==> config.mk <==
export PLATFORM = sky130hd
export DESIGN_NAME = calendar_clock_counter_top
export DESIGN_NICKNAME = d
export VERILOG_FILES = /design/src/hdl/ccc_pkg.sv /design/src/hdl/ccc_in_stage.sv /design/src/hdl/ccc_core.sv /design/src/hdl/ccc_out_stage.sv /design/src/hdl/calendar_clock_counter_top.sv
export VERILOG_INCLUDE_DIRS = /design/src /design/src/hdl
export SDC_FILE = /design/constraint.sdc
export NUM_CORES = 1
export LEC_CHECK = 0
export ABC_AREA = 1
export BUFFER_PORTS_ARGS = -buffer_cell sky130_fd_sc_hd__buf_2
export CAP_MARGIN = 20
export CELL_PAD_IN_SITES_DETAIL_PLACEMENT = 1
export CELL_PAD_IN_SITES_GLOBAL_PLACEMENT = 1
export CORE_MARGIN = 5
export CORE_UTILIZATION = 35
export CTS_CLUSTER_SIZE = 25
export DETAILED_ROUTE_END_ITERATION = 12
export GPL_ROUTABILITY_DRIVEN = 0
export PLACE_DENSITY_LB_ADDON = 0.1
export SKIP_LAST_GASP = 1
export SLEW_MARGIN = 30
export SYNTH_ARGS = -nofsm -noshare
export SYNTH_HDL_FRONTEND = slang
export SYNTH_SLANG_ARGS = --single-unit
==> constraint.sdc <==
create_clock -name clk -period 4.8 [get_ports clk]
set_input_delay 0.72 -clock clk [delete_from_list [all_inputs] [get_ports clk]]
set_output_delay 0.72 -clock clk [all_outputs]
set_load 0.01 [all_outputs]
==> src/hdl/calendar_clock_counter_top_macros.svh <==
// Assertion macros for the calendar clock counter.
// Used by calendar_clock_counter_top; expects clk and rst_n in scope.
`ifndef CALENDAR_CLOCK_COUNTER_TOP_MACROS_SVH
`define CALENDAR_CLOCK_COUNTER_TOP_MACROS_SVH

`ifndef NO_ASSERTIONS

// Same-cycle implication.
`define CCC_ASSERT_NOW(label, ante, cons) \
    label: assert property (@(posedge clk) disable iff (!rst_n) (ante) |-> (cons)) \
        else $error("calendar_clock_counter: assertion failed");

// Next-cycle implication.
`define CCC_ASSERT_NEXT(label, ante, cons) \
    label: assert property (@(posedge clk) disable iff (!rst_n) (ante) |=> (cons)) \
        else $error("calendar_clock_counter: assertion failed");

`else

`define CCC_ASSERT_NOW(label, ante, cons)
`define CCC_ASSERT_NEXT(label, ante, cons)

`endif

`endif

==> src/hdl/ccc_pkg.sv <==
// Shared types, constants and the month length table for the calendar counter.
// No dependencies.
package ccc_pkg;

    // Request kinds (req_type field)
    localparam logic REQ_TICK = 1'b0;
    localparam logic REQ_LOAD = 1'b1;

    localparam logic [5:0]  SEC_LAST     = 6'd59;
    localparam logic [5:0]  MIN_LAST     = 6'd59;
    localparam logic [4:0]  HOUR_LAST    = 5'd23;
    localparam logic [5:0]  SEC_LIMIT    = 6'd60;
    localparam logic [5:0]  MIN_LIMIT    = 6'd60;
    localparam logic [4:0]  HOUR_LIMIT   = 5'd24;
    localparam logic [3:0]  MONTH_LAST   = 4'd12;
    localparam logic [3:0]  MONTH_LIMIT  = 4'd13;
    localparam logic [3:0]  MONTH_FEB    = 4'd2;
    localparam logic [5:0]  DAY_LEAP     = 6'd29;
    localparam logic [13:0] YEAR_LAST    = 14'd9999;
    localparam logic [11:0] YEAR_LOAD_LO = 12'd1920;
    localparam logic [11:0] YEAR_LOAD_HI = 12'd2020;
    localparam logic [13:0] YEAR_DEFAULT = 14'd2011;
    localparam logic [11:0] YEAR_2000    = 12'd2000;
    localparam logic [11:0] YEAR_1900    = 12'd1900;
    localparam logic [11:0] YEAR_1600    = 12'd1600;
    localparam logic [6:0]  MOD100_LAST  = 7'd99;
    localparam logic [8:0]  MOD400_LAST  = 9'd399;
    localparam logic [6:0]  DEFAULT_MOD100 = 7'd11;   // 2011 % 100
    localparam logic [8:0]  DEFAULT_MOD400 = 9'd11;   // 2011 % 400

    typedef struct packed {
        logic        req_type;
        logic [11:0] set_year;
        logic [3:0]  set_month;
        logic [4:0]  set_day;
        logic [4:0]  set_hour;
        logic [5:0]  set_minute;
        logic [5:0]  set_second;
    } req_t;

    typedef struct packed {
        logic [13:0] cur_year;
        logic [3:0]  cur_month;
        logic [4:0]  cur_day;
        logic [4:0]  cur_hour;
        logic [5:0]  cur_minute;
        logic [5:0]  cur_second;
    } rsp_t;

    // Calendar state; year % 100 and year % 400 are tracked alongside the year
    typedef struct packed {
        logic [13:0] year;
        logic [3:0]  month;
        logic [4:0]  day;
        logic [4:0]  hour;
        logic [5:0]  minute;
        logic [5:0]  second;
        logic [6:0]  yr_mod100;
        logic [8:0]  yr_mod400;
    } cal_state_t;

    localparam cal_state_t STATE_RESET = '{
        year:      YEAR_DEFAULT,
        month:     4'd1,
        day:       5'd1,
        hour:      5'd0,
        minute:    6'd0,
        second:    6'd0,
        yr_mod100: DEFAULT_MOD100,
        yr_mod400: DEFAULT_MOD400
    };

    // Days per month; month 0 and codes above 12 have no valid days
    function automatic logic [4:0] month_days(input logic [3:0] m);
        logic [4:0] days;
        unique case (m)
            4'd1, 4'd3, 4'd5, 4'd7, 4'd8, 4'd10, 4'd12: days = 5'd31;
            4'd4, 4'd6, 4'd9, 4'd11:                   days = 5'd30;
            4'd2:                                      days = 5'd28;
            default:                                   days = 5'd0;
        endcase
        return days;
    endfunction

    // Day d valid for month m, with Feb 29 allowed in leap years
    function automatic logic day_valid(input logic [5:0] d, input logic [3:0] m,
                                       input logic leap);
        logic in_table;
        in_table = (d != 6'd0) && (d <= {1'b0, month_days(m)});
        return in_table || ((m == MONTH_FEB) && (d == DAY_LEAP) && leap);
    endfunction

endpackage

==> src/hdl/ccc_in_stage.sv <==
// Input register stage of the calendar counter.
// Depends on ccc_pkg (req_t).
module ccc_in_stage (
    input  logic          clk,
    input  logic          rst_n,
    input  logic          req_valid,
    output logic          req_stall,
    input  ccc_pkg::req_t req_data,
    input  logic          take,
    output logic          fire,
    output ccc_pkg::req_t item
);

    logic          valid_reg;
    logic          valid_next;
    ccc_pkg::req_t data_reg;
    logic          accept;

    assign req_stall = valid_reg && !take;
    assign fire      = valid_reg && take;
    assign accept    = req_valid && !req_stall;
    assign item      = data_reg;

    always_comb
    begin
        if (accept)
        begin
            valid_next = 1'b1;
        end
        else if (fire)
        begin
            valid_next = 1'b0;
        end
        else
        begin
            valid_next = valid_reg;
        end
    end

    always_ff @(posedge clk or negedge rst_n)
    begin
        if (!rst_n)
        begin
            valid_reg <= 1'b0;
        end
        else
        begin
            valid_reg <= valid_next;
        end
    end

    always_ff @(posedge clk)
    begin
        if (accept)
        begin
            data_reg <= req_data;
        end
    end

endmodule

==> src/hdl/ccc_core.sv <==
// Calendar state registers and the tick / load update logic.
// Depends on ccc_pkg (req_t, cal_state_t, month_days, day_valid).
module ccc_core (
    input  logic                clk,
    input  logic                rst_n,
    input  logic                fire,
    input  ccc_pkg::req_t       item,
    output ccc_pkg::cal_state_t state,
    output ccc_pkg::cal_state_t state_upd
);

    ccc_pkg::cal_state_t state_reg;
    ccc_pkg::cal_state_t state_next;
    ccc_pkg::cal_state_t tick_st;
    ccc_pkg::cal_state_t load_st;

    logic [5:0] day_inc;
    logic       leap_cur;
    logic       sec_wrap;
    logic       min_wrap;
    logic       hour_wrap;
    logic       day_wrap;
    logic       month_wrap;

    logic       y_ok;
    logic       leap_load;
    logic [3:0] month_load;

    // ---- tick path: cascaded carries ----
    assign day_inc    = {1'b0, state_reg.day} + 6'd1;
    assign leap_cur   = (state_reg.yr_mod400 == 9'd0) ||
                        ((state_reg.year[1:0] == 2'd0) && (state_reg.yr_mod100 != 7'd0));
    assign sec_wrap   = (state_reg.second >= ccc_pkg::SEC_LAST);
    assign min_wrap   = (state_reg.minute >= ccc_pkg::MIN_LAST);
    assign hour_wrap  = (state_reg.hour >= ccc_pkg::HOUR_LAST);
    assign day_wrap   = !ccc_pkg::day_valid(day_inc, state_reg.month, leap_cur);
    assign month_wrap = (state_reg.month >= ccc_pkg::MONTH_LAST);

    always_comb
    begin
        tick_st = state_reg;
        if (!sec_wrap)
        begin
            tick_st.second = state_reg.second + 6'd1;
        end
        else
        begin
            tick_st.second = 6'd0;
            if (!min_wrap)
            begin
                tick_st.minute = state_reg.minute + 6'd1;
            end
            else
            begin
                tick_st.minute = 6'd0;
                if (!hour_wrap)
                begin
                    tick_st.hour = state_reg.hour + 5'd1;
                end
                else
                begin
                    tick_st.hour = 5'd0;
                    if (!day_wrap)
                    begin
                        tick_st.day = day_inc[4:0];
                    end
                    else
                    begin
                        tick_st.day = 5'd1;
                        if (!month_wrap)
                        begin
                            tick_st.month = state_reg.month + 4'd1;
                        end
                        else
                        begin
                            tick_st.month = 4'd1;
                            if (state_reg.year >= ccc_pkg::YEAR_LAST)
                            begin
                                tick_st.year = 14'd0;
                            end
                            else
                            begin
                                tick_st.year = state_reg.year + 14'd1;
                            end
                            // 9999 -> 0 keeps both residues consistent
                            tick_st.yr_mod100 = (state_reg.yr_mod100 >= ccc_pkg::MOD100_LAST)
                                                ? 7'd0 : state_reg.yr_mod100 + 7'd1;
                            tick_st.yr_mod400 = (state_reg.yr_mod400 >= ccc_pkg::MOD400_LAST)
                                                ? 9'd0 : state_reg.yr_mod400 + 9'd1;
                        end
                    end
                end
            end
        end
    end

    // ---- load path: validate each field ----
    // Within 1920..2020 every multiple of 4 is a leap year; 2011 is not.
    assign y_ok       = (item.set_year >= ccc_pkg::YEAR_LOAD_LO) &&
                        (item.set_year <= ccc_pkg::YEAR_LOAD_HI);
    assign leap_load  = y_ok && (item.set_year[1:0] == 2'd0);
    assign month_load = (item.set_month < ccc_pkg::MONTH_LIMIT) ? item.set_month : 4'd1;

    always_comb
    begin
        load_st = state_reg;
        if (y_ok)
        begin
            load_st.year = {2'b00, item.set_year};
            if (item.set_year >= ccc_pkg::YEAR_2000)
            begin
                load_st.yr_mod100 = 7'(item.set_year - ccc_pkg::YEAR_2000);
                load_st.yr_mod400 = 9'(item.set_year - ccc_pkg::YEAR_2000);
            end
            else
            begin
                load_st.yr_mod100 = 7'(item.set_year - ccc_pkg::YEAR_1900);
                load_st.yr_mod400 = 9'(item.set_year - ccc_pkg::YEAR_1600);
            end
        end
        else
        begin
            load_st.year      = ccc_pkg::YEAR_DEFAULT;
            load_st.yr_mod100 = ccc_pkg::DEFAULT_MOD100;
            load_st.yr_mod400 = ccc_pkg::DEFAULT_MOD400;
        end
        load_st.month  = month_load;
        load_st.day    = ccc_pkg::day_valid({1'b0, item.set_day}, month_load, leap_load)
                         ? item.set_day : 5'd1;
        load_st.hour   = (item.set_hour < ccc_pkg::HOUR_LIMIT) ? item.set_hour : 5'd0;
        load_st.minute = (item.set_minute < ccc_pkg::MIN_LIMIT) ? item.set_minute : 6'd0;
        load_st.second = (item.set_second < ccc_pkg::SEC_LIMIT) ? item.set_second : 6'd0;
    end

    assign state_upd  = (item.req_type == ccc_pkg::REQ_LOAD) ? load_st : tick_st;
    assign state_next = fire ? state_upd : state_reg;
    assign state      = state_reg;

    always_ff @(posedge clk or negedge rst_n)
    begin
        if (!rst_n)
        begin
            state_reg <= ccc_pkg::STATE_RESET;
        end
        else
        begin
            state_reg <= state_next;
        end
    end

endmodule

==> src/hdl/ccc_out_stage.sv <==
// Result register stage of the calendar counter.
// Depends on ccc_pkg (cal_state_t, rsp_t).
module ccc_out_stage (
    input  logic                clk,
    input  logic                rst_n,
    input  logic                fire,
    input  ccc_pkg::cal_state_t state_upd,
    output logic                take,
    output logic                rsp_valid,
    input  logic                rsp_stall,
    output ccc_pkg::rsp_t       rsp_data
);

    logic          valid_reg;
    logic          valid_next;
    ccc_pkg::rsp_t data_reg;
    ccc_pkg::rsp_t data_next;

    assign take       = !valid_reg || !rsp_stall;
    assign valid_next = take ? fire : valid_reg;

    assign data_next = '{
        cur_year:   state_upd.year,
        cur_month:  state_upd.month,
        cur_day:    state_upd.day,
        cur_hour:   state_upd.hour,
        cur_minute: state_upd.minute,
        cur_second: state_upd.second
    };

    always_ff @(posedge clk or negedge rst_n)
    begin
        if (!rst_n)
        begin
            valid_reg <= 1'b0;
        end
        else
        begin
            valid_reg <= valid_next;
        end
    end

    always_ff @(posedge clk)
    begin
        if (fire)
        begin
            data_reg <= data_next;
        end
    end

    assign rsp_valid = valid_reg;
    assign rsp_data  = data_reg;

endmodule

==> src/hdl/calendar_clock_counter_top.sv <==
// Calendar clock counter: one-second ticks and validated date/time loads.
// An accepted request is held in the request register, then registered into the result register.
// Throughput: one request per cycle while rsp_stall is low; the calendar update is the limit.
// Reset (async, active low): 2011-01-01 00:00:00, both pipeline stages empty.
// Depends on ccc_pkg, ccc_in_stage, ccc_core, ccc_out_stage and the macros header.
`include "calendar_clock_counter_top_macros.svh"

module calendar_clock_counter_top (
    input  logic          clk,
    input  logic          rst_n,
    input  logic          req_valid,
    output logic          req_stall,
    input  ccc_pkg::req_t req_data,
    output logic          rsp_valid,
    input  logic          rsp_stall,
    output ccc_pkg::rsp_t rsp_data
);

    // Pipeline: request register -> calendar update -> result register.
    // The state registers advance when a request moves into the result
    // register, so results leave in request order, one per request.
    logic                core_fire;
    logic                out_take;
    ccc_pkg::req_t       core_item;
    ccc_pkg::cal_state_t cur_state;
    ccc_pkg::cal_state_t upd_state;

    // Terms checked by the assertions below.
    logic                time_ok;
    logic                residues_ok;
    logic                result_matches;

    // Request register; stalls only while it holds a request and the result
    // register is full and stalled.
    ccc_in_stage u_in_stage (
        .clk       (clk),
        .rst_n     (rst_n),
        .req_valid (req_valid),
        .req_stall (req_stall),
        .req_data  (req_data),
        .take      (out_take),
        .fire      (core_fire),
        .item      (core_item)
    );

    // Calendar state and update logic (tick carry chain or load validation).
    ccc_core u_core (
        .clk       (clk),
        .rst_n     (rst_n),
        .fire      (core_fire),
        .item      (core_item),
        .state     (cur_state),
        .state_upd (upd_state)
    );

    // Result register; takes a new result whenever empty or being drained.
    ccc_out_stage u_out_stage (
        .clk       (clk),
        .rst_n     (rst_n),
        .fire      (core_fire),
        .state_upd (upd_state),
        .take      (out_take),
        .rsp_valid (rsp_valid),
        .rsp_stall (rsp_stall),
        .rsp_data  (rsp_data)
    );

    // ---- assertions ----
    // Stored time fields stay in range; month zero is legal after a load.
    assign time_ok = (cur_state.second < ccc_pkg::SEC_LIMIT) &&
                     (cur_state.minute < ccc_pkg::MIN_LIMIT) &&
                     (cur_state.hour < ccc_pkg::HOUR_LIMIT) &&
                     (cur_state.month <= ccc_pkg::MONTH_LAST) &&
                     (cur_state.day != 5'd0);

    // Year % 400 is year % 100 plus a whole number of centuries.
    assign residues_ok = (cur_state.yr_mod400 == {2'b00, cur_state.yr_mod100}) ||
                         (cur_state.yr_mod400 == {2'b00, cur_state.yr_mod100} + 9'd100) ||
                         (cur_state.yr_mod400 == {2'b00, cur_state.yr_mod100} + 9'd200) ||
                         (cur_state.yr_mod400 == {2'b00, cur_state.yr_mod100} + 9'd300);

    // Result register contents against the calendar state.
    assign result_matches = (rsp_data.cur_year == cur_state.year) &&
                            (rsp_data.cur_month == cur_state.month) &&
                            (rsp_data.cur_day == cur_state.day) &&
                            (rsp_data.cur_hour == cur_state.hour) &&
                            (rsp_data.cur_minute == cur_state.minute) &&
                            (rsp_data.cur_second == cur_state.second);

    `CCC_ASSERT_NOW(a_time_range, 1'b1, time_ok)
    `CCC_ASSERT_NOW(a_residues, 1'b1, residues_ok)
    // The result leaving matches the state the request left behind.
    `CCC_ASSERT_NEXT(a_result_state, core_fire, rsp_valid && result_matches)
    // Requests back up only behind a stalled, full result register.
    `CCC_ASSERT_NOW(a_stall_cause, req_stall, rsp_valid && rsp_stall)

endmodule

==> impl_metrics.json, run 1 <==
{
  "cts_max_path_buffers": 2,
  "crit_path_max_incr_delay_ns": 0.56,
  "timing.fmax_ghz": 0.318,
  "m1WireLength_um": 10300,
  "final_antenna_net_count": 0,
  "hold_path.class": "input pin to asynchronous set/reset pin",
  "critical_path.n_buffers_inverters": 3,
  "power_per_cell_area_nw_per_um2": 472,
  "first_global_vias": 6409,
  "dp.final_hpwl_um": 15300,
  "timing.critical_path.arrival_ns": 3.31,
  "synth.cell_area_um2": 7470,
  "finalCoreUtilization_pct": 41.9,
  "crit_chain": "inv_1 -> ha_1 -> inv_1 -> nand3_1 -> nand2_1 -> ha_1 -> nand2_1 -> inv_1 -> a21oi_1 -> nor2_1 -> nand3_2 -> nand3_1 -> nor2_2 -> o21ai_0 -> nand3_1 -> nand2_1",
  "num_antenna_cells": 0,
  "cts.sink_count": 137,
  "mostFrequentLayoutCells": "225 x sky130_fd_sc_hd__nand2_1, 113 x sky130_fd_sc_hd__inv_1, 84 x sky130_fd_sc_hd__buf_2, 82 x sky130_fd_sc_hd__o21ai_0, 79 x sky130_fd_sc_hd__edfxtp_1",
  "synth_area_leaders": "sky130_fd_sc_hd__edfxtp_1 32%, sky130_fd_sc_hd__dfrtp_1 14%, sky130_fd_sc_hd__nand2_1 11%",
  "crit_path_max_fanout": 9,
  "cts_made_buffers": 17,
  "largest_reg_flops": 56,
  "period_needed_ns": 3.15,
  "worst_setup_path_startpoint": "u_core.state[38]",
  "buffer_ports.inserted": 84,
  "cts_post_setup_buffers_inserted": 0,
  "wl_per_cell_um": 16.8,
  "route.detailed.drc": 0,
  "detail_route.iter0.violations": 261,
  "cap_viol_max_count": 0,
  "dp_cells": 1206,
  "yosysSeqAreaShare_pct": 51.5,
  "master_of_the_slowest_instance_on_the_critical_path": "sky130_fd_sc_hd__dfstp_2",
  "syn_to_final_growth_pct": 17.9,
  "top_layer": "met4",
  "syn_nets": 940,
  "cts_resized": 0,
  "crit_path_capture_type": "flip-flop",
  "worst-slew-pin-transition_ns": 0.925,
  "irDropWorstVdd_uv": 195,
  "netlist-cell-type-count": 45,
  "drive_gt1_share_pct": 16.5,
  "start_kind": "flip-flop",
  "finalHoldWorstSlack_ns": 0.346,
  "post_drt_via_cell_ratio": 4.93,
  "num_rows": 53,
  "grt-ovfl-total": 0,
  "die_h_um": 156,
  "core_um2": 21000,
  "ys_seq_elements": 137,
  "worst_skew_pair.late_latency_ns": 0.43,
  "criticalPathCategory": "flip-flop to flip-flop",
  "final.setup.tns_ns": 0,
  "clk_transition_reported_paths_ns": 0.06,
  "clock_tree.htree_level_count": 4,
  "finalSetupViolCount": 0,
  "worst_clock_skew_ns": 0.0144,
  "final_common_cell": "sky130_fd_sc_hd__nand2_1",
  "yosys_warnings": 0,
  "hold_violations": 0,
  "width_of_the_die_um": 156,
  "fin_nets": 1030,
  "root_buffer": "sky130_fd_sc_hd__clkbuf_16",
  "crit_required_ns": 4.97,
  "critPathTopFamily": "simple AND/OR/NAND/NOR gates",
  "tritoncts_clock_tree": "yes",
  "firstDrtPassIters": 4,
  "synth_area_leader_cell": "sky130_fd_sc_hd__edfxtp_1",
  "slew_headroom_pct": 38.3,
  "synth_largest_type_area_fraction_pct": 31.8,
  "final_slew_violations": 0,
  "grt_first_pass_wirelength_um": 33700,
  "die_area_um2": 24400,
  "vias": 6107,
  "stdcell_count": 1238,
  "edff_count_synth": 79,
  "wl_met3_um": 652,
  "rsz0062_at_grt": "no",
  "status": "completed",
  "grt_start_max_net_pins": 86,
  "synthArstFlopShare_pct": 42.3,
  "timing.final.crit_share_pct": 65.6,
  "grtUsageTotal_pct": 17.6,
  "met2_wirelength_um": 9730,
  "grt_antenna_before_repair": 0,
  "io-pin-count": 85,
  "ctsHoldBuffers": 0,
  "post_synth_inst_count": 860,
  "yosys_most_used_dff": "sky130_fd_sc_hd__edfxtp_1",
  "avgSynthCellArea_um2": 8.68,
  "power_leakage_nw": 3.93,
  "regToRegStartpoint": "u_core.state[38]",
  "initial_utilization_pct": 35.5,
  "wl_um": 20800
}
## cell usage after synthesis, types with 2 or more instances
master and instances:
sky130_fd_sc_hd__nand2_1 225, sky130_fd_sc_hd__inv_1 114, sky130_fd_sc_hd__o21ai_0 82, sky130_fd_sc_hd__edfxtp_1 79
sky130_fd_sc_hd__nand3_1 60, sky130_fd_sc_hd__nor2_1 53, sky130_fd_sc_hd__dfrtp_1 41, sky130_fd_sc_hd__ha_1 37
sky130_fd_sc_hd__a21oi_1 23, sky130_fd_sc_hd__dfstp_2 17, sky130_fd_sc_hd__o21ai_1 15, sky130_fd_sc_hd__nor3_1 13
sky130_fd_sc_hd__xor2_1 13, sky130_fd_sc_hd__nand4_1 12, sky130_fd_sc_hd__o22ai_1 10, sky130_fd_sc_hd__clkbuf_1 9
sky130_fd_sc_hd__o211ai_1 6, sky130_fd_sc_hd__buf_1 5, sky130_fd_sc_hd__inv_2 4, sky130_fd_sc_hd__o221ai_1 4
sky130_fd_sc_hd__o31ai_1 4, sky130_fd_sc_hd__nor2_2 3, sky130_fd_sc_hd__o21bai_1 3, sky130_fd_sc_hd__buf_4 2
sky130_fd_sc_hd__buf_6 2, sky130_fd_sc_hd__nand3_2 2, sky130_fd_sc_hd__nor2_4 2, sky130_fd_sc_hd__o41ai_1 2
sky130_fd_sc_hd__xnor2_1 2
## stage by stage
stage                     area, µm²  worst slack (ns)  power, mW
after detailed placement       8180              1.30       2.79
after global routing           8810              1.28       4.44
after floorplan                7470              1.73       2.43
final                          8810              1.65       4.15
after global placement         8180              1.48       2.77
after CTS                      8800              1.27       4.20
## final cells by class
cell class,count,area [µm²]
sequential,137,3840
clock inverter,15,190
inverter,119,448
tap,275,344
timing repair buffer,90,465
clock buffer,17,425
fill,2552,12200
multi-input combinational,585,3090
## per-layer routing
metal  up-vias  GRT usage, %
met5         -             0
met4         0          3.88
met3         9          3.44
met2       103          28.6
met1      2938          24.4
li1       3057             -
## cells by family after synthesis
group	count (synthesis)	synth area share, %
and+or+nand+nor	377	21.5
AOI/OAI and AO/OA	155	11.5
buffers and inverters	138	7.26
DFF	137	51.5
adders and majority gates	37	6.20
xor gates and xnor gates	16	1.98
## where the power goes
| part | internal (mW) | total (mW) | switching (mW) |
|---|---|---|---|
| registers | 1.54 | 1.72 | 0.184 |
| clock network | 0.830 | 1.39 | 0.557 |
| logic | 0.351 | 1.05 | 0.696 |
## worst paths after layout
check	endpoint	slack (ns)	depth (start not counted)
max	u_out_stage.rsp_data[31]	1.65	16
min	u_core.state[53]	0.35	1
max reg2reg	u_out_stage.rsp_data[31]	1.65	16
min reg2reg	u_core.state[49]	0.49	2
max in group asynchronous	u_core.state[48]	3.54	2
min in group clk	u_in_stage.item[9]	0.46	1
No activity file was read; power rests on OpenSTA's default activity.
==> run 2: changes to the inputs <==
Settings changed: ABC_AREA 1 to 0.
Clock period 4.8 ns to 2.6 ns, I/O delays scaled along.
==> impl_metrics.json, run 2 <==
{
  "synth.cell_area_um2": 7610,
  "largest_reg_flops": 56,
  "slew_headroom_pct": 36.5,
  "num_antenna_cells": 0,
  "power_frac_clock_pct": 33.1,
  "mostFrequentLayoutCells": "84 x sky130_fd_sc_hd__buf_2, 83 x sky130_fd_sc_hd__buf_4, 82 x sky130_fd_sc_hd__nand2_1, 79 x sky130_fd_sc_hd__edfxtp_1, 49 x sky130_fd_sc_hd__nor2_1",
  "grt_antenna_before_repair": 0,
  "timing.fmax_ghz": 0.316,
  "post_drt_via_cell_ratio": 5.45,
  "combinational_family_with_the_most_area_after_synthesis": "compound AO/OA/AOI/OAI gates",
  "avgSynthCellArea_um2": 10.1,
  "total_power_mw": 7.17,
  "timing.final.crit_share_pct": 122,
  "drive_gt1_share_pct": 34.3,
  "cts.sink_count": 137,
  "num_rows": 54,
  "dp.final_hpwl_um": 16800,
  "synth_most_common_cell": "sky130_fd_sc_hd__nand2_1",
  "synthXorXnorAreaFrac_pct": 2.07,
  "final.setup.tns_ns": -26.26,
  "share_of_total_power_consumed_by_net_switching_pct": 33.2,
  "sequentialPowerShare_pct": 41.1,
  "die_h_um": 157,
  "final_antenna_net_count": 0,
  "clock_tree.htree_level_count": 4,
  "post_synth_inst_count": 753,
  "synth.area.mux_share_pct": 2.71,
  "power_per_cell_area_nw_per_um2": 713,
  "crit_required_ns": 2.95,
  "share_comb_of_total_power_pct": 25.8,
  "edff_count_synth": 79,
  "die_area_um2": 24800,
  "rsz0062_at_grt": "yes",
  "detail_route.iter0.violations": 226,
  "criticalPathCategory": "flip-flop to flip-flop",
  "synth_adder_area_share_pct": 6.21,
  "tritoncts_clock_tree": "yes",
  "cts_made_buffers": 17,
  "synth.top_cells.by_count": "92 x sky130_fd_sc_hd__nand2_1, 79 x sky130_fd_sc_hd__edfxtp_1, 51 x sky130_fd_sc_hd__a21oi_1, 51 x sky130_fd_sc_hd__nor2_1, 41 x sky130_fd_sc_hd__dfrtp_1",
  "power_leakage_nw": 4.15,
  "grtUsageTotal_pct": 19.3,
  "synth_compound_gate_area_share_pct": 18.5,
  "wl_um": 23700,
  "synth_area_leader_cell": "sky130_fd_sc_hd__edfxtp_1",
  "min_from": "req_data[5]",
  "final_common_cell": "sky130_fd_sc_hd__buf_2",
  "fin_ws_ns": -0.560,
  "finalCoreUtilization_pct": 46.5,
  "timing.critical_path.arrival_ns": 3.51,
  "initial_utilization_pct": 35.2,
  "finalSetupViolCount": 62,
  "wl_per_cell_um": 19.4,
  "syn_to_final_growth_pct": 32.0,
  "fin_nets": 1007,
  "grt_first_pass_wirelength_um": 37900,
  "power_switching_mw": 2.38,
  "root_buffer": "sky130_fd_sc_hd__clkbuf_16",
  "cts_max_path_buffers": 2,
  "route.detailed.drc": 0,
  "synthArstFlopShare_pct": 42.3,
  "cap_viol_max_count": 0,
  "grt_start_max_net_pins": 46,
  "clk_transition_reported_paths_ns": 0.07,
  "hold_violations": 0,
  "start_kind": "flip-flop",
  "yosys_warnings": 0,
  "yosys_most_used_dff": "sky130_fd_sc_hd__edfxtp_1",
  "buffer_ports.inserted": 84,
  "io-pin-count": 85,
  "timing.reg2reg.setup_slack_ns": -0.56,
  "period_needed_ns": 3.16,
  "crit_path_max_fanout": 8,
  "grt-ovfl-total": 0,
  "regToRegStartpoint": "u_core.state[38]",
  "firstDrtPassIters": 4,
  "worst-slew-pin-transition_ns": 0.937,
  "synth_area_leaders": "sky130_fd_sc_hd__edfxtp_1 31%, sky130_fd_sc_hd__dfrtp_1 13%, sky130_fd_sc_hd__ha_1 6.1%",
  "failed_checks": "negative setup slack",
  "worst_skew_pair.late_latency_ns": 0.43,
  "synthSimpleGateAreaFrac_pct": 16.5,
  "width_of_the_die_um": 157,
  "netlist-cell-type-count": 72,
  "core_um2": 21600,
  "syn_nets": 833,
  "worstHoldPathCells": 1,
  "ff2ff_path_depth": 15,
  "crit_path_capture_type": "flip-flop",
  "synth_largest_type_area_fraction_pct": 31.2,
  "yosysSeqAreaShare_pct": 50.5,
  "worstReg2RegEnd": "u_core.state[46]",
  "final_slew_violations": 0,
  "hold_path.class": "input pin to flip-flop",
  "whs_endpoint": "u_in_stage.item[5]",
  "irDropWorstVdd_uv": 412,
  "vias": 6645,
  "cellInternalPower_mw": 4.78,
  "first_global_vias": 7069,
  "status": "finished, violations left",
  "worst_clock_skew_ns": 0.00945,
  "ys_seq_elements": 137
}
## run 2: cell types whose count changed after synthesis, moves of 8 or more
cell                      previous run  this run
sky130_fd_sc_hd__o21ai_0            82        31
sky130_fd_sc_hd__a31oi_1             1        14
sky130_fd_sc_hd__and2_1              0         8
sky130_fd_sc_hd__mux2_2              0        13
sky130_fd_sc_hd__a21oi_1            23        51
sky130_fd_sc_hd__xnor2_1             2        11
sky130_fd_sc_hd__and3_1              1         9
sky130_fd_sc_hd__o21ai_1            15        27
sky130_fd_sc_hd__nand3_1            60        36
sky130_fd_sc_hd__a32oi_1             0         9
sky130_fd_sc_hd__inv_1             114        39
sky130_fd_sc_hd__nand2_1           225        92
## run 2: timing repair
item,4_1_cts,5_1_grt
buffers inserted,11,4
resized for setup,32,31
endpoints found under the hold margin,8,0
gates cloned,1,0
hold buffers,1,0
endpoints found under the setup margin,62,62
pin swaps,31,31
## run 2: cell type report
cell class / count / area [µm²]
clock inverters: 14 / 128
well taps: 280 / 350
flip-flops and latches: 137 / 3840
clock buffers: 18 / 439
inverters: 40 / 153
fillers: 2459 / 11600
repair buffers: 182 / 1250
multi-input cells: 549 / 3880
## run 2: cell families after synthesis
kind of cell,after synthesis
AO/OA/AOI/OAI,211
XOR/XNOR,18
adder cells (fa/ha/maj),38
buffers and inverters,67
flip-flops,137
multiplexers,19
AND/OR/NAND/NOR,263
## run 2: how the worst max path moves through the flow
stage	from	to	slack [ns]	cells after the start
floorplan	u_core.state[38]	u_out_stage.rsp_data[22]	-0.43	13
global placement	u_core.state[38]	u_out_stage.rsp_data[36]	-0.49	13
detailed placement	u_core.state[38]	u_out_stage.rsp_data[36]	-0.56	13
CTS	u_core.state[38]	u_out_stage.rsp_data[36]	-0.50	13
global route	u_core.state[38]	u_core.state[46]	-0.65	15
finish	u_core.state[38]	u_core.state[46]	-0.56	15
## run 2: per-layer routing
layer | vias to the layer above | track usage (%) | wire length, µm
met5 | - | 0 | 0
met4 | 0 | 5.78 | 358
met3 | 22 | 2.89 | 909
met2 | 112 | 31.4 | 11400
met1 | 3357 | 26.7 | 11000
li1 | 3154 | - | -
## run 2: power by group through the flow
stage | combinational (mW) | sequential [mW] | clock [mW]
2_1_floorplan | 0.990 | 2.95 | 0
3_3_place_gp | 1.66 | 2.96 | 0
3_5_place_dp | 1.74 | 2.98 | 0
4_1_cts | 1.81 | 2.94 | 2.43
5_1_grt | 2.04 | 2.99 | 2.54
6_report | 1.85 | 2.95 | 2.37
## run 2: critical path, cell delays in order, from the launching register on
cell	delay (ns)
sky130_fd_sc_hd__dfstp_2	0.56
sky130_fd_sc_hd__inv_4	0.05
sky130_fd_sc_hd__ha_4	0.15
sky130_fd_sc_hd__nor3b_4	0.15
sky130_fd_sc_hd__or2_4	0.23
sky130_fd_sc_hd__ha_4	0.23
sky130_fd_sc_hd__and4_1	0.19
sky130_fd_sc_hd__o22a_1	0.23
sky130_fd_sc_hd__o211a_4	0.17
sky130_fd_sc_hd__a211oi_4	0.31
sky130_fd_sc_hd__buf_12	0.18
sky130_fd_sc_hd__buf_12	0.12
sky130_fd_sc_hd__buf_4	0.12
sky130_fd_sc_hd__a31oi_4	0.08
sky130_fd_sc_hd__a2bb2oi_2	0.17
sky130_fd_sc_hd__o21ai_1	0.15
## run 2: stage by stage
stage	instances	hold slack, ns	worst slack, ns	area, µm²
finish	1220	0.128	-0.560	10100
global route	1220	0.116	-0.650	10100
CTS	1217	0.115	-0.501	9900
detailed placement	1172	0.451	-0.560	9090
global placement	1172	0.455	-0.493	9090
floorplan	753	0.0944	-0.425	7770
==> run 3: changes to the inputs <==
--- a/config.mk
+++ b/config.mk
@@ -8,5 +8,5 @@
 export LEC_CHECK = 0
 export ABC_AREA = 0
-export BUFFER_PORTS_ARGS = -buffer_cell sky130_fd_sc_hd__buf_2
+export BUFFER_PORTS_ARGS = -buffer_cell sky130_fd_sc_hd__buf_4
 export CAP_MARGIN = 20
 export CELL_PAD_IN_SITES_DETAIL_PLACEMENT = 1
@@ -18,4 +18,5 @@
 export GPL_ROUTABILITY_DRIVEN = 0
 export PLACE_DENSITY_LB_ADDON = 0.1
+export REMOVE_ABC_BUFFERS = 1
 export SKIP_LAST_GASP = 1
 export SLEW_MARGIN = 30
==> constraint.sdc (replaced) <==
create_clock -name clk -period 2.6 [get_ports clk]
set_input_delay 0.13 -clock clk [delete_from_list [all_inputs] [get_ports clk]]
set_output_delay 0.13 -clock clk [all_outputs]
set_load 0.01 [all_outputs]
==> impl_metrics.json, run 3 (synthesis results as in run 2) <==
{
  "ff2ff_path_depth": 15,
  "irDropWorstVdd_uv": 406,
  "crit_required_ns": 2.92,
  "pre_cts_slack_ns": -0.708,
  "fin_nets": 1041,
  "initial_utilization_pct": 35.2,
  "grt_start_max_net_pins": 59,
  "final.setup.tns_ns": -27.87,
  "dp.final_hpwl_um": 16400,
  "status": "finished, violations left",
  "slew_headroom_pct": 42.5,
  "die_area_um2": 24800,
  "clk_transition_reported_paths_ns": 0.07,
  "mostFrequentLayoutCells": "151 x sky130_fd_sc_hd__buf_4, 85 x sky130_fd_sc_hd__nand2_1, 79 x sky130_fd_sc_hd__edfxtp_1, 48 x sky130_fd_sc_hd__nor2_1, 42 x sky130_fd_sc_hd__dlygate4sd3_1",
  "failed_checks": "negative setup slack",
  "post_drt_via_cell_ratio": 5.45,
  "grt-ovfl-total": 0,
  "io-pin-count": 85,
  "worst_skew_pair.late_latency_ns": 0.44,
  "crit_path_max_incr_delay_ns": 0.40,
  "cap_viol_max_count": 0,
  "crit_path_capture_type": "flip-flop",
  "criticalPathCategory": "flip-flop to flip-flop",
  "route.detailed.drc": 0,
  "wl_um": 25000,
  "hold_violations": 0,
  "power_leakage_nw": 4.47,
  "wl_per_cell_um": 19.9,
  "cts.sink_count": 137,
  "grtUsageTotal_pct": 20.4,
  "master_of_the_slowest_instance_on_the_critical_path": "sky130_fd_sc_hd__dfrtp_1",
  "num_rows": 54,
  "dpl_cell_area_um2": 9070,
  "crit_chain": "inv_2 -> ha_4 -> and3b_2 -> a21o_1 -> ha_4 -> nor2b_4 -> o2111ai_2 -> mux2_4 -> a211oi_4 -> buf_6 -> buf_12 -> buf_6 -> and2_4 -> a21oi_2 -> o311ai_1",
  "clock_tree.htree_level_count": 4,
  "power_per_cell_area_nw_per_um2": 687,
  "sequential_area_um2": 3840,
  "worst-slew-pin-transition_ns": 0.858,
  "path_depth": 15,
  "cts_made_buffers": 17,
  "critPathTopFamily": "compound AO/OA/AOI/OAI gates",
  "grt_first_pass_wirelength_um": 39600,
  "width_of_the_die_um": 157,
  "largest_reg_flops": 56,
  "root_buffer": "sky130_fd_sc_hd__clkbuf_16",
  "fin_ws_ns": -0.563,
  "timing.critical_path.arrival_ns": 3.48,
  "final_antenna_net_count": 0,
  "period_needed_ns": 3.16,
  "detail_route.iter0.violations": 269,
  "first_global_vias": 7556,
  "hold_path.class": "input pin to asynchronous set/reset pin",
  "final_slew_violations": 0,
  "design_area_um2": 11000,
  "start_kind": "flip-flop",
  "num-fill-cells": 2352,
  "multiInputGateArea_um2": 4080,
  "timing.final.crit_share_pct": 122,
  "cts_max_path_buffers": 2,
  "tritoncts_clock_tree": "yes",
  "die_h_um": 157,
  "core_um2": 21600,
  "firstDrtPassIters": 4,
  "finalHoldWorstSlack_ns": 0.351,
  "syn_to_final_growth_pct": 44.2,
  "final_common_cell": "sky130_fd_sc_hd__buf_4",
  "buffer_ports.inserted": 84,
  "grt_antenna_before_repair": 0,
  "timing.fmax_ghz": 0.316,
  "finalSetupViolCount": 62,
  "crit_path_max_fanout": 6,
  "vias": 6834,
  "drive_gt1_share_pct": 35.5,
  "num_antenna_cells": 0,
  "worst_clock_skew_ns": 0.0155,
  "rsz0062_at_grt": "yes",
  "critical_path.n_buffers_inverters": 4
}
==> run 3: metal layers <==
layer / wire, µm / part of all wire (%) / up-vias / track usage [%]
met4: 648 / 2.6 / 0 / 7.09
met5: 0 / 0 / - / 0
met3: 774 / 3.1 / 35 / 4.07
met2: 13000 / 52 / 135 / 36.8
met1: 10500 / 42 / 3443 / 24.1
li1: - / - / 3221 / -
==> run 3: where the power goes <==
| part | switching, mW | total, mW | leakage [nW] | internal, mW |
|---|---|---|---|---|
| sequential | 0.293 | 2.95 | 1.45 | 2.65 |
| combinational | 1.12 | 2.16 | 2.73 | 1.04 |
| clock | 1.09 | 2.44 | 0.285 | 1.36 |
| total | 2.50 | 7.55 | 4.47 | 5.05 |
==> run 3: worst reg2reg max path, delay by kind of cell, from the launching register on <==
family | cells | cell delay [ns]
AND/OR/NAND/NOR | 3 | 0.53
buffers and inverters | 4 | 0.51
flip-flops | 1 | 0.40
AO/OA/AOI/OAI | 5 | 0.91
multiplexers | 1 | 0.31
adder cells (fa/ha/maj) | 2 | 0.41
==> run 3: what timing repair did <==
item	CTS	global route
gates cloned	7	0
hold buffers	42	0
buffers inserted	11	3
hold endpoints to repair	82	0
gates resized for setup	112	29
endpoints found under the setup margin	62	62
pin swaps	62	21
==> run 3: metrics by stage <==
step | util, % | total power [mW] | instances
floorplan | - | 3.85 | 726
global placement | 41.9 | 4.55 | 1160
detailed placement | 41.9 | 4.63 | 1160
CTS | 50.2 | 7.45 | 1252
global route | 50.8 | 7.92 | 1254
finish | 50.8 | 7.55 | 1254
==> run 3: area by class of cell <==
cell class | count | share of cell area, %
clock buffer | 17 | 3.87
clock inverter | 15 | 1.41
inverter | 40 | 1.37
multi-input combinational | 549 | 37.2
sequential | 137 | 35.0
tap | 280 | 3.19
timing repair buffer | 216 | 18.0
==> run 3: final timing paths <==
kind,startpoint,end,slack [ns]
worst min register to register,u_in_stage.valid_reg,u_out_stage.rsp_valid,0.49
worst max-delay path,u_core.state[39],u_core.state[48],-0.56
min in group clk,req_data[18],u_in_stage.item[18],0.40
worst max register to register,u_core.state[39],u_core.state[48],-0.56
max in group asynchronous,rst_n,u_core.state[39],1.69
worst min-delay path,rst_n,u_core.state[55],0.35
